--- src/hw/rtl/sorted_table_search_macros.svh ---
// Assertion macros shared by the table search RTL.
// Each macro takes a label, the clock, the active-low reset, a condition and a consequence.
`ifndef SORTED_TABLE_SEARCH_MACROS_SVH
`define SORTED_TABLE_SEARCH_MACROS_SVH

`ifndef SYNTHESIS

// Same-cycle implication.
`define STS_ASSERT_IMP(label, clk, rst_n, ante, cons) \
    label: assert property (@(posedge clk) disable iff (!rst_n) (ante) |-> (cons)) \
        else $error("sts assertion failed");

// Next-cycle implication.
`define STS_ASSERT_NXT(label, clk, rst_n, ante, cons) \
    label: assert property (@(posedge clk) disable iff (!rst_n) (ante) |=> (cons)) \
        else $error("sts assertion failed");

`else

`define STS_ASSERT_IMP(label, clk, rst_n, ante, cons)
`define STS_ASSERT_NXT(label, clk, rst_n, ante, cons)

`endif

`endif

--- src/hw/rtl/sts_pkg.sv ---
`default_nettype none

package sts_pkg;

    localparam int STS_TABLE_DEPTH = 1024;

    localparam int VALUE_W = 32;
    localparam int IDX_W   = 10;
    localparam int CFG_W   = 11;
    localparam int POS_W   = 10;
    localparam int PROBE_W = 11;

    // configuration register indexes
    localparam logic [0:0] REG_SEARCH_MODE = 1'b0;
    localparam logic [0:0] REG_TABLE_SIZE  = 1'b1;

    localparam logic MODE_LINEAR = 1'b0;
    localparam logic MODE_BINARY = 1'b1;

    localparam logic CMD_WRITE  = 1'b0;
    localparam logic CMD_SEARCH = 1'b1;

    typedef struct packed {
        logic               found;
        logic [POS_W-1:0]   position;
        logic [PROBE_W-1:0] probe_count;
    } sts_result_t;

endpackage

`default_nettype wire

--- src/hw/rtl/sts_search_unit.sv ---
`default_nettype none

`include "sorted_table_search_macros.svh"

module sts_search_unit #(
    parameter int TABLE_DEPTH = sts_pkg::STS_TABLE_DEPTH
) (
    input  wire logic                                 clk,
    input  wire logic                                 rst_n,
    input  wire logic                                 start,
    input  wire logic                                 mode,
    input  wire logic [$clog2(TABLE_DEPTH+1)-1:0]     n,
    input  wire logic [sts_pkg::VALUE_W-1:0]          target,
    input  wire logic [sts_pkg::VALUE_W-1:0]          rdata,
    output logic      [$clog2(TABLE_DEPTH)-1:0]       raddr,
    output logic                                      idle,
    output logic                                      res_valid,
    input  wire logic                                 res_ready,
    output sts_pkg::sts_result_t                      result
);
    import sts_pkg::*;

    localparam int AW = $clog2(TABLE_DEPTH);
    localparam int CW = $clog2(TABLE_DEPTH + 1);

    typedef enum logic [3:0] {
        ST_IDLE    = 4'b0001,
        ST_ISSUE   = 4'b0010,
        ST_COMPARE = 4'b0100,
        ST_DONE    = 4'b1000
    } state_t;

    state_t             state_reg, state_next;
    logic [CW-1:0]      lo_reg, lo_next;
    logic [CW-1:0]      hi_reg, hi_next;
    logic [CW-1:0]      n_reg, n_next;
    logic [CW-1:0]      probes_reg, probes_next;
    logic [AW-1:0]      pos_reg, pos_next;
    logic               found_reg, found_next;
    logic               mode_reg, mode_next;
    logic [VALUE_W-1:0] target_reg, target_next;

    logic [CW-1:0]      mid;
    logic               hit;
    logic               below;
    logic [31:0]        pos_ext;
    logic [31:0]        probes_ext;

    // midpoint of the inclusive range [lo, hi-1]; linear scan probes lo
    assign mid   = (mode_reg == MODE_BINARY) ? lo_reg + ((hi_reg - CW'(1) - lo_reg) >> 1)
                                             : lo_reg;
    assign raddr = mid[AW-1:0];

    // equality and signed less-than comparators; linear mode uses only the equality result
    assign hit   = (rdata == target_reg);
    assign below = ($signed(rdata) < $signed(target_reg));

    always_comb
    begin
        state_next  = state_reg;
        lo_next     = lo_reg;
        hi_next     = hi_reg;
        n_next      = n_reg;
        probes_next = probes_reg;
        pos_next    = pos_reg;
        found_next  = found_reg;
        mode_next   = mode_reg;
        target_next = target_reg;
        unique case (state_reg)
            ST_IDLE:
            begin
                if (start)
                begin
                    lo_next     = '0;
                    hi_next     = n;
                    n_next      = n;
                    probes_next = '0;
                    pos_next    = '0;
                    found_next  = 1'b0;
                    mode_next   = mode;
                    target_next = target;
                    state_next  = ST_ISSUE;
                end
            end
            ST_ISSUE:
            begin
                state_next = (lo_reg < hi_reg) ? ST_COMPARE : ST_DONE;
            end
            ST_COMPARE:
            begin
                probes_next = probes_reg + CW'(1);
                if (hit)
                begin
                    found_next = 1'b1;
                    pos_next   = mid[AW-1:0];
                    state_next = ST_DONE;
                end
                else
                begin
                    if (mode_reg == MODE_LINEAR || below)
                    begin
                        lo_next = mid + CW'(1);
                    end
                    else
                    begin
                        hi_next = mid;
                    end
                    state_next = ST_ISSUE;
                end
            end
            ST_DONE:
            begin
                if (res_ready)
                begin
                    state_next = ST_IDLE;
                end
            end
            default:
            begin
                state_next = ST_IDLE;
            end
        endcase
    end

    always_ff @(posedge clk or negedge rst_n)
    begin
        if (!rst_n)
        begin
            state_reg  <= ST_IDLE;
            lo_reg     <= '0;
            hi_reg     <= '0;
            n_reg      <= '0;
            probes_reg <= '0;
            found_reg  <= 1'b0;
            mode_reg   <= MODE_BINARY;
        end
        else
        begin
            state_reg  <= state_next;
            lo_reg     <= lo_next;
            hi_reg     <= hi_next;
            n_reg      <= n_next;
            probes_reg <= probes_next;
            found_reg  <= found_next;
            mode_reg   <= mode_next;
        end
    end

    always_ff @(posedge clk)
    begin
        pos_reg    <= pos_next;
        target_reg <= target_next;
    end

    assign pos_ext    = 32'(pos_reg);
    assign probes_ext = 32'(probes_reg);

    assign idle      = (state_reg == ST_IDLE);
    assign res_valid = (state_reg == ST_DONE);

    always_comb
    begin
        result.found       = found_reg;
        result.position    = found_reg ? pos_ext[POS_W-1:0] : '0;
        result.probe_count = probes_ext[PROBE_W-1:0];
    end

    `STS_ASSERT_IMP(a_cmp_after_issue, clk, rst_n, state_reg == ST_COMPARE, $past(state_reg) == ST_ISSUE)
    `STS_ASSERT_IMP(a_range_ordered, clk, rst_n, state_reg != ST_IDLE, lo_reg <= hi_reg)
    `STS_ASSERT_IMP(a_probes_bounded, clk, rst_n, state_reg != ST_IDLE, probes_reg <= n_reg)

endmodule

`default_nettype wire

--- config.mk ---
export PLATFORM = sky130hd
export DESIGN_NAME = sts_search_unit
export DESIGN_NICKNAME = d
export VERILOG_FILES = /design/src/hw/rtl/sts_pkg.sv /design/src/hw/rtl/sts_search_unit.sv
export VERILOG_INCLUDE_DIRS = /design/src /design/src/hw/rtl
export SDC_FILE = /design/constraint.sdc
export NUM_CORES = 1
export LEC_CHECK = 0
export BUFFER_PORTS_ARGS = -buffer_cell sky130_fd_sc_hd__buf_2
export CORE_ASPECT_RATIO = 1.75
export CORE_MARGIN = 3
export CORE_UTILIZATION = 45
export DETAILED_ROUTE_END_ITERATION = 12
export MAX_ROUTING_LAYER = met4
export PLACE_DENSITY_LB_ADDON = 0.12
export RECOVER_POWER = 100
export SETUP_SLACK_MARGIN = 0.3
export SYNTH_ARGS = -nofsm -noshare
export SYNTH_HDL_FRONTEND = slang
export SYNTH_SLANG_ARGS = --single-unit
--- constraint.sdc ---
create_clock -name clk -period 8.3 [get_ports clk]
set_input_delay 1.66 -clock clk [delete_from_list [all_inputs] [get_ports clk]]
set_output_delay 1.66 -clock clk [all_outputs]
set_load 0.02 [all_outputs]
Word-level counts from Yosys, hierarchy flattened
Index checks and enable logic that the tools add are counted.
{"block": "op_classes", "eq_ne": 11, "add_sub_neg": 5, "muxes": 22, "bitwise": 1, "reduce_logical": 8, "n_lt_le_gt_ge": 2}
{"operator": "$mux W11", "count": 7}
{"operator": "$pmux W11 S2", "count": 3}
{"operator": "$eq A32 B32 Y1", "count": 1}
{"operator": "$lt A32 B32 Y1", "count": 1}
{"operator": "$mux W10", "count": 3}
{"operator": "$add A11 B1 Y11 const B", "count": 2}
{"operator": "$pmux W10 S2", "count": 1}
{"operator": "$mux W4", "count": 4}
{"operator": "$pmux W4 S4", "count": 1}
{"operator": "$add A11 B10 Y11", "count": 1}
{"operator": "$lt A11 B11 Y1", "count": 1}
{"operator": "$sub A11 B1 Y11 const B", "count": 1}
{"operator": "$sub A11 B11 Y11", "count": 1}
{"operator": "$ne A2 B2 Y1 const B", "count": 5}
{"operator": "$reduce_and A4 Y1", "count": 2}
{"operator": "$reduce_and A2 Y1", "count": 3}
{"operator": "$eq A4 B1 Y1 const B", "count": 1}
{"operator": "$eq A4 B2 Y1 const B", "count": 1}
{"operator": "$eq A4 B3 Y1 const B", "count": 1}
{"operator": "$eq A4 B4 Y1 const B", "count": 1}
{"operator": "$reduce_and A3 Y1", "count": 1}
{"operator": "$mux W1", "count": 2}
{"operator": "$ne A2 B1 Y1 const B", "count": 1}
{"operator": "$pmux W1 S2", "count": 1}
{"operator": "3 further kinds", "count": 3}
{"block": "totals", "ff_bits": 81, "word_cells": 57, "inputBits": 80, "out_inout_bits": 34}

Logic depth before layout (Yosys ltp)
Gate-level depths: netlist of the first run.
{"block": "depth", "ltp_word": 8, "depth_mapped": 19, "mapped_depth_nobuf": 19}

Least setup slack after synthesis of the first run
No wires, ideal clock.
{"block": "synth_timing", "path_kind": "reg-to-output", "start": "reg lo_reg[1]", "end": "out raddr[9]", "setup_slack_ns": 3.061, "t_arrival_ns": 3.579, "path_stages_with_launch": 17, "cell_sequence": "dfrtp_1 -> inv_1 -> ha_1 -> and3b_1 -> o21ai_1 -> a21boi_0 -> o21ai_0 -> a21boi_1 -> o21ai_0 -> nor2b_1 -> xnor2_1 -> ha_1 -> a21oi_1 -> o21ai_0 -> or4_1 -> a31oi_1 -> inv_1"}
{"block": "synth_via", "elab_chain_len": 3}
{"item": "start, declared", "line_no": "sts_search_unit.sv:34", "text": "logic [CW-1:0] lo_reg, lo_next;"}
{"item": "start signal, assigned", "line_no": "sts_search_unit.sv:140", "text": "lo_reg <= lo_next;"}
{"item": "$sub A11 B11 Y11", "line_no": "sts_search_unit.sv:50", "text": "assign mid = (mode_reg == MODE_BINARY) ? lo_reg + ((hi_reg - CW'(1) - lo_reg) >> 1)"}
{"item": "$add A11 B10 Y11 *", "line_no": "sts_search_unit.sv:50"}
{"item": "$mux W11 *", "line_no": "sts_search_unit.sv:50"}
{"item": "end, declared", "line_no": "sts_search_unit.sv:15", "text": "output logic [$clog2(TABLE_DEPTH)-1:0] raddr,"}
Mark *: on every way between the ends. The rest lies on a longest branch, timed or not.

Worst setup path after layout of the first run
Same ends and word-level chain as after synthesis.

==> out/qor.csv, run 1 <==
metric;value;unit
Post-synth ARST share;48.1;%
min-delay worst type;reg -> reg;
Reg-to-Reg Start;lo_reg[1];
CP Launch Type;register;
CORE AREA;0.0116;mm^2
max_cap viols;2;
cts hold-fix bufs;0;
DRC viols;0;
Post-synth EDFFs;42;
worst-margin pin slew;2.27;ns
ANT nets after route;0;
Clock Latency Late Sink;0.34;ns
CP max-delay cell;dfrtp_1;
drt total wl;13900;um
worst vdd ir;215;uV
Layout Nets;807;
P_leak;3.09;nW
H-tree Lvls;3;
cell area power density;320;mW/mm^2
CTS tree;done;
Horiz. Die Dim;88.9;um
fin crit share;75.7;%
Worst Hold Path Cells;1;
number of setup buffers added after CTS;0;
Hold Fails Final Rpt;0;
Crit. End Element;output pin;
Critical Path AT;4.62;ns
Main synth FF type;edfxtp_1;
first-pass GRT wire length;22200;um
final std cells w/o fill;803;
Int Pwr;1.16;mW
Switching Fraction;43.0;%
Crit path top cell by count;o21ai_0;
Via density;5.54;
CP max FO;8;
Worst Path Class, Setup;reg -> out;
fraction of layout cells with a size suffix above 1;16.9;%
setup TNS;0;ns
final slew viol count;77;
Place WS;2.51;ns
GRT Util Overall;22.4;%
flops & latches, synth;81;
worst hold endpoint;probes_reg[10];
Clock Power Share;19.9;%
RD Place Congestion;0.924;
area delta synth->final;17.3;%
Power Total;2.03;mW
Clock Sinks;81;
Setup Skew;0.0101;ns
register-to-register setup slack;3.35;ns
Initial Util;46.4;%
Slowest Stage Delay on Critical Path;0.51;ns
terminus of the critical flop-to-flop path;lo_reg[10];
post-route cell area;0.00634;mm^2
Seq/Total Area, Yosys;41.4;%
post-layout min period;6.28;ns
outcome;finished, violations left;
net count after synthesis;687;
max frequency;159;MHz
Die Area;0.0134;mm^2
failing checks;capacitance limit, slew limit;
largest net degree at the start of global routing;40;
RSZ-0062 raised after global routing;no;
via count;4449;
DP HPWL;11000;um
initial antenna violation count;0;
num rows;52;
share of power burned in registers;29.5;%
Buffers on Ports;113;
Placed Cells;786;
Slew HR;-51.0;%
Area after DPL;0.00613;mm^2
Util after Layout;54.5;%
cts bufs inserted;9;
Critical Path RT;6.64;ns
post-cts sizing count;0;
Initial DRC Count;201;
Synth Cell Area;0.00541;mm^2
Syn Inst Count;542;
Yosys warning total;0;
DR WL/cell;17.3;um
die extent in y;151;um
I/O pins;114;
drt first pass iters;4;
Combinational Power Share;50.6;%
clock buffer depth;2;
Final WS setup;2.02;ns
filler instances;1078;
Net Sw Power;871;uW
final setup violation count;0;
syn avg cell area;9.98;um^2
min-delay src;probes_reg[10];
max FFs per register;32;
GRT overflow;0;
tightest hold margin;0.489;ns
CP Cell Sequence;inv_1 > ha_1 > and3b_1 > o21ai_0 > a21boi_0 > o21ai_0 > a21boi_0 > o21ai_0 > nor2b_1 > xnor2_1 > ha_1 > a21oi_1 > o21ai_0 > or4_1 > a31oi_1 > inv_1 > clkbuf_1;
FF-to-FF path depth;19;
clk root buf;clkbuf_16;
clock slew at reported path FFs;0.06;ns
vias in the first global route;4616;
Cell variety after synth;65;
[cell type report]
class	count	area [um^2]	share of cell area, %
antenna	1	2.50	0.0395
clock buffer	10	229	3.61
clock inverter	6	65.1	1.03
inverter	72	270	4.26
multi-input combinational	379	2810	44.3
sequential	81	2240	35.3
tap	135	169	2.66
timing repair buffer	119	558	8.80
[power by group through the flow]
stage | combinational (mW) | sequential (mW) | clock [mW]
6_report | 1.03 | 0.598 | 0.403
3_3_place_gp | 1.04 | 0.599 | 0
4_1_cts | 1.07 | 0.596 | 0.409
2_1_floorplan | 0.792 | 0.576 | 0
3_5_place_dp | 1.06 | 0.603 | 0
5_1_grt | 1.16 | 0.611 | 0.424
[cells by family (layout without fill, tap and decap cells)]
group,Yosys count,in the layout,share of synthesized area [%]
flops,81,81,41.4
fa+ha+maj,65,65,15.3
mux,20,20,3.86
compound gates,120,120,15.1
xor+xnor,16,16,2.59
buf+inv,82,207,6.08
other cells,0,1,0
simple gates,158,158,15.6
[worst max-delay path: cells and delay by family, from the launching register on]
kind | cells | cell delay (ns)
flip-flops | 1 | 0.51
adder cells (fa/ha/maj) | 2 | 0.63
buffers and inverters | 3 | 0.33
AO/OA/AOI/OAI | 8 | 1.82
AND/OR/NAND/NOR | 3 | 0.85
XOR/XNOR | 1 | 0.15
[worst max path at each step]
stage	start	slack, ns	endpoint
floorplan	lo_reg[1]	3.06	raddr[9]
global placement	lo_reg[1]	2.68	raddr[9]
detailed placement	lo_reg[1]	2.51	raddr[9]
CTS	lo_reg[1]	2.13	raddr[9]
global route	lo_reg[1]	1.59	raddr[9]
finish	lo_reg[1]	2.02	raddr[9]
[cells in the mapped netlist (4+ instances only)]
cell type  instances  share of area, %
nand2_1           31               2.2
a22o_1             7               1.1
nand4_1            7              0.81
o211ai_1           5              0.69
mux2i_1           16               3.0
or3_1              4              0.46
nand2b_1           6              0.69
edfxtp_1          42                23
o31ai_1            4              0.56
and2_1            14               1.6
a211oi_1           5              0.69
ha_1              63                15
dfrtp_1           37                17
o21ai_1            7              0.65
xnor2_1           15               2.4
a21oi_1           27               2.5
a21o_1            18               2.5
a31oi_1            6              0.69
nor3_1            12               1.1
nand3_1           15               1.4
inv_1             71               4.9
nor2_1            41               2.8
o21ai_0           17               1.6
clkbuf_1           5              0.35
[layout by cell type (no fill, tap or decap), types with 4 or more instances in the layout]
master / n
a21o_1: 18
and2_1: 8
o211ai_1: 5
o21ai_0: 23
nand2b_1: 6
a31oi_1: 6
nor3_1: 13
nand2_1: 32
clkbuf_16: 9
or3_1: 4
a211oi_1: 5
clkbuf_1: 33
nand3_1: 16
a21oi_1: 27
nand4_1: 7
and2_0: 6
a22o_1: 7
edfxtp_1: 42
buf_2: 86
mux2i_1: 16
dfrtp_1: 37
xnor2_1: 15
o31ai_1: 4
inv_1: 71
nor2_1: 42
ha_1: 63
[layer usage]
metal | track usage (%) | vias to the layer above | part of all wire, %
met3 | 3.86 | 29 | 4.5
met5 | - | - | 0
li1 | - | 2183 | -
met1 | 23.0 | 2104 | 37
met2 | 41.1 | 133 | 55
met4 | 9.15 | 0 | 2.7
No activity file was read; power rests on OpenSTA's default activity.
==> inputs of run 2 (changes only) <==
Clock period 8.3 ns to 6 ns, I/O delays scaled along.
==> out/qor.csv, run 2 (synthesis results as in run 1) <==
metric;value;unit;change
outcome;finished, violations left;;
failing checks;capacitance limit, slew limit;;
max frequency;181;MHz;
max FFs per register;32;;unchanged
drt total wl;14200;um;+2.5%
Hold Fails Final Rpt;0;;unchanged
cts hold-fix bufs;0;;unchanged
Buffers on Ports;113;;unchanged
cts bufs inserted;9;;unchanged
Initial Util;46.4;%;unchanged
Crit. End Element;output pin;;
clk root buf;clkbuf_16;;
fraction of layout cells with a size suffix above 1;17.2;%;+0.30 points
I/O pins;114;;unchanged
CP max FO;5;;-3
CORE AREA;0.0116;mm^2;unchanged
ANT nets after route;0;;unchanged
worst-margin pin slew;2.27;ns;+0.00384 ns
clock buffer depth;2;;unchanged
Slew HR;-51.3;%;-0.26 points
Power Total;2.88;mW;+42%
CP Launch Type;register;;
worst vdd ir;288;uV;+34%
Via density;5.55;;+0.18%
Clock Sinks;81;;unchanged
RSZ-0062 raised after global routing;no;;
max_cap viols;2;;unchanged
vias in the first global route;4571;;-0.97%
largest net degree at the start of global routing;40;;unchanged
H-tree Lvls;3;;unchanged
Worst Path Class, Setup;reg -> out;;
final slew viol count;77;;unchanged
CTS tree;done;;
Slowest Stage Delay on Critical Path;0.57;ns;+0.06 ns
min-delay worst type;reg -> reg;;
P_leak;3.10;nW;+0.30%
Place WS;0.656;ns;-1.85 ns
Die Area;0.0134;mm^2;unchanged
area delta synth->final;18.1;%;
most common cell after layout, fill and taps aside;buf_2;;
Layout Nets;807;;unchanged
Critical Path AT;4.33;ns;-0.29 ns
CP max-delay cell;or4_1;;
num rows;52;;unchanged
final setup violation count;0;;unchanged
setup TNS;0;ns;unchanged
Initial DRC Count;203;;+1.0%
Clock Latency Late Sink;0.35;ns;about the same
commonest non-fill, non-tap cells in the layout;buf_2 (85), inv_1 (71), ha_1 (63);;
initial antenna violation count;0;;unchanged
cell area power density;451;mW/mm^2;+41%
Final WS setup;0.473;ns;-1.54 ns
Setup Skew;0.00844;ns;-0.00170 ns
clock slew at reported path FFs;0.06;ns;about the same
DP HPWL;11000;um;+0.31%
Crit path top cell by count;o21ai_0;;
GRT Util Overall;22.5;%;+0.030 points
filler instances;1102;;+2.2%
via count;4457;;+0.18%
DR WL/cell;17.7;um;+2.5%
fin crit share;92.1;%;
drt first pass iters;4;;unchanged
Critical Path RT;4.80;ns;-1.84 ns
GRT overflow;0;;unchanged
DRC viols;0;;unchanged
CP Cell Sequence;nand2b_1 > fa_1 > nor2b_1 > o21ai_0 > a21boi_0 > o21ai_0 > a21boi_0 > o21ai_0 > a2111o_1 > o211ai_1 > ha_1 > or4_1 > a31oi_4 > inv_1 > clkbuf_1;;
first-pass GRT wire length;22200;um;+0.18%
RD Place Congestion;0.925;;about the same
Horiz. Die Dim;88.9;um;unchanged
post-layout min period;5.53;ns;
die extent in y;151;um;unchanged
[run 2: report_power, final]
part	switching (mW)	internal (mW)	leakage [nW]
clock network	0.236	0.365	0.153
registers	0.0902	0.740	0.908
logic	0.905	0.546	2.04
total	1.23	1.65	3.10
[run 2: final timing paths]
path                                start              to  slack, ns  cells past startpoint
setup reg to reg                lo_reg[1]      lo_reg[10]       1.18                     19
hold reg to reg            probes_reg[10]  probes_reg[10]       0.47                      1
hold / removal             probes_reg[10]  probes_reg[10]       0.47                      1
min in group asynchronous           rst_n       hi_reg[3]       1.53                      1
setup / recovery                lo_reg[0]        raddr[9]       0.47                     15
max in group asynchronous           rst_n       hi_reg[9]       3.17                      1
[run 2: cell type report]
type	count	area, um^2	area share [%]
clock inverter	7	93.8	1.47
antenna	1	2.50	0.0392
multi-input combinational	379	2840	44.4
timing repair buffer	119	553	8.65
inverter	72	270	4.23
tap	135	169	2.64
clock buffer	9	225	3.52
sequential	81	2240	35.0
[run 2: timing repair]
item	CTS	global route
endpoints found under the setup margin	1	2
pin swaps	0	1
buffers inserted	0	0
gates cloned	0	0
gates resized for setup	1	6
[run 2: through the flow]
step / hold slack (ns) / cells / util, % / instance area (um^2)
2_1_floorplan: 0.481 / 542 / - / 5410
3_3_place_gp: 0.458 / 786 / 52.6 / 6130
3_5_place_dp: 0.468 / 786 / 52.6 / 6130
4_1_cts: 0.478 / 802 / 55.4 / 6450
5_1_grt: 0.493 / 802 / 54.8 / 6390
6_report: 0.474 / 803 / 54.9 / 6390
[run 2: critical path: cells and delay by family, from the launching register on]
kind / cells / cell delay [ns]
AOI/OAI and AO/OA: 8 / 1.74
and+or+nand+nor: 3 / 0.90
adders and majority gates: 2 / 0.71
DFF: 1 / 0.42
buffers and inverters: 2 / 0.22
[run 2: per-layer routing]
| metal | up-vias | share of wire (%) | GRT usage (%) | wire length (um) |
|---|---|---|---|---|
| met5 | - | 0 | - | 0 |
| met4 | 0 | 2.8 | 8.62 | 398 |
| met3 | 28 | 5.3 | 3.65 | 757 |
| met2 | 131 | 55 | 42.0 | 7760 |
| met1 | 2112 | 37 | 22.6 | 5320 |
| li1 | 2186 | - | - | - |
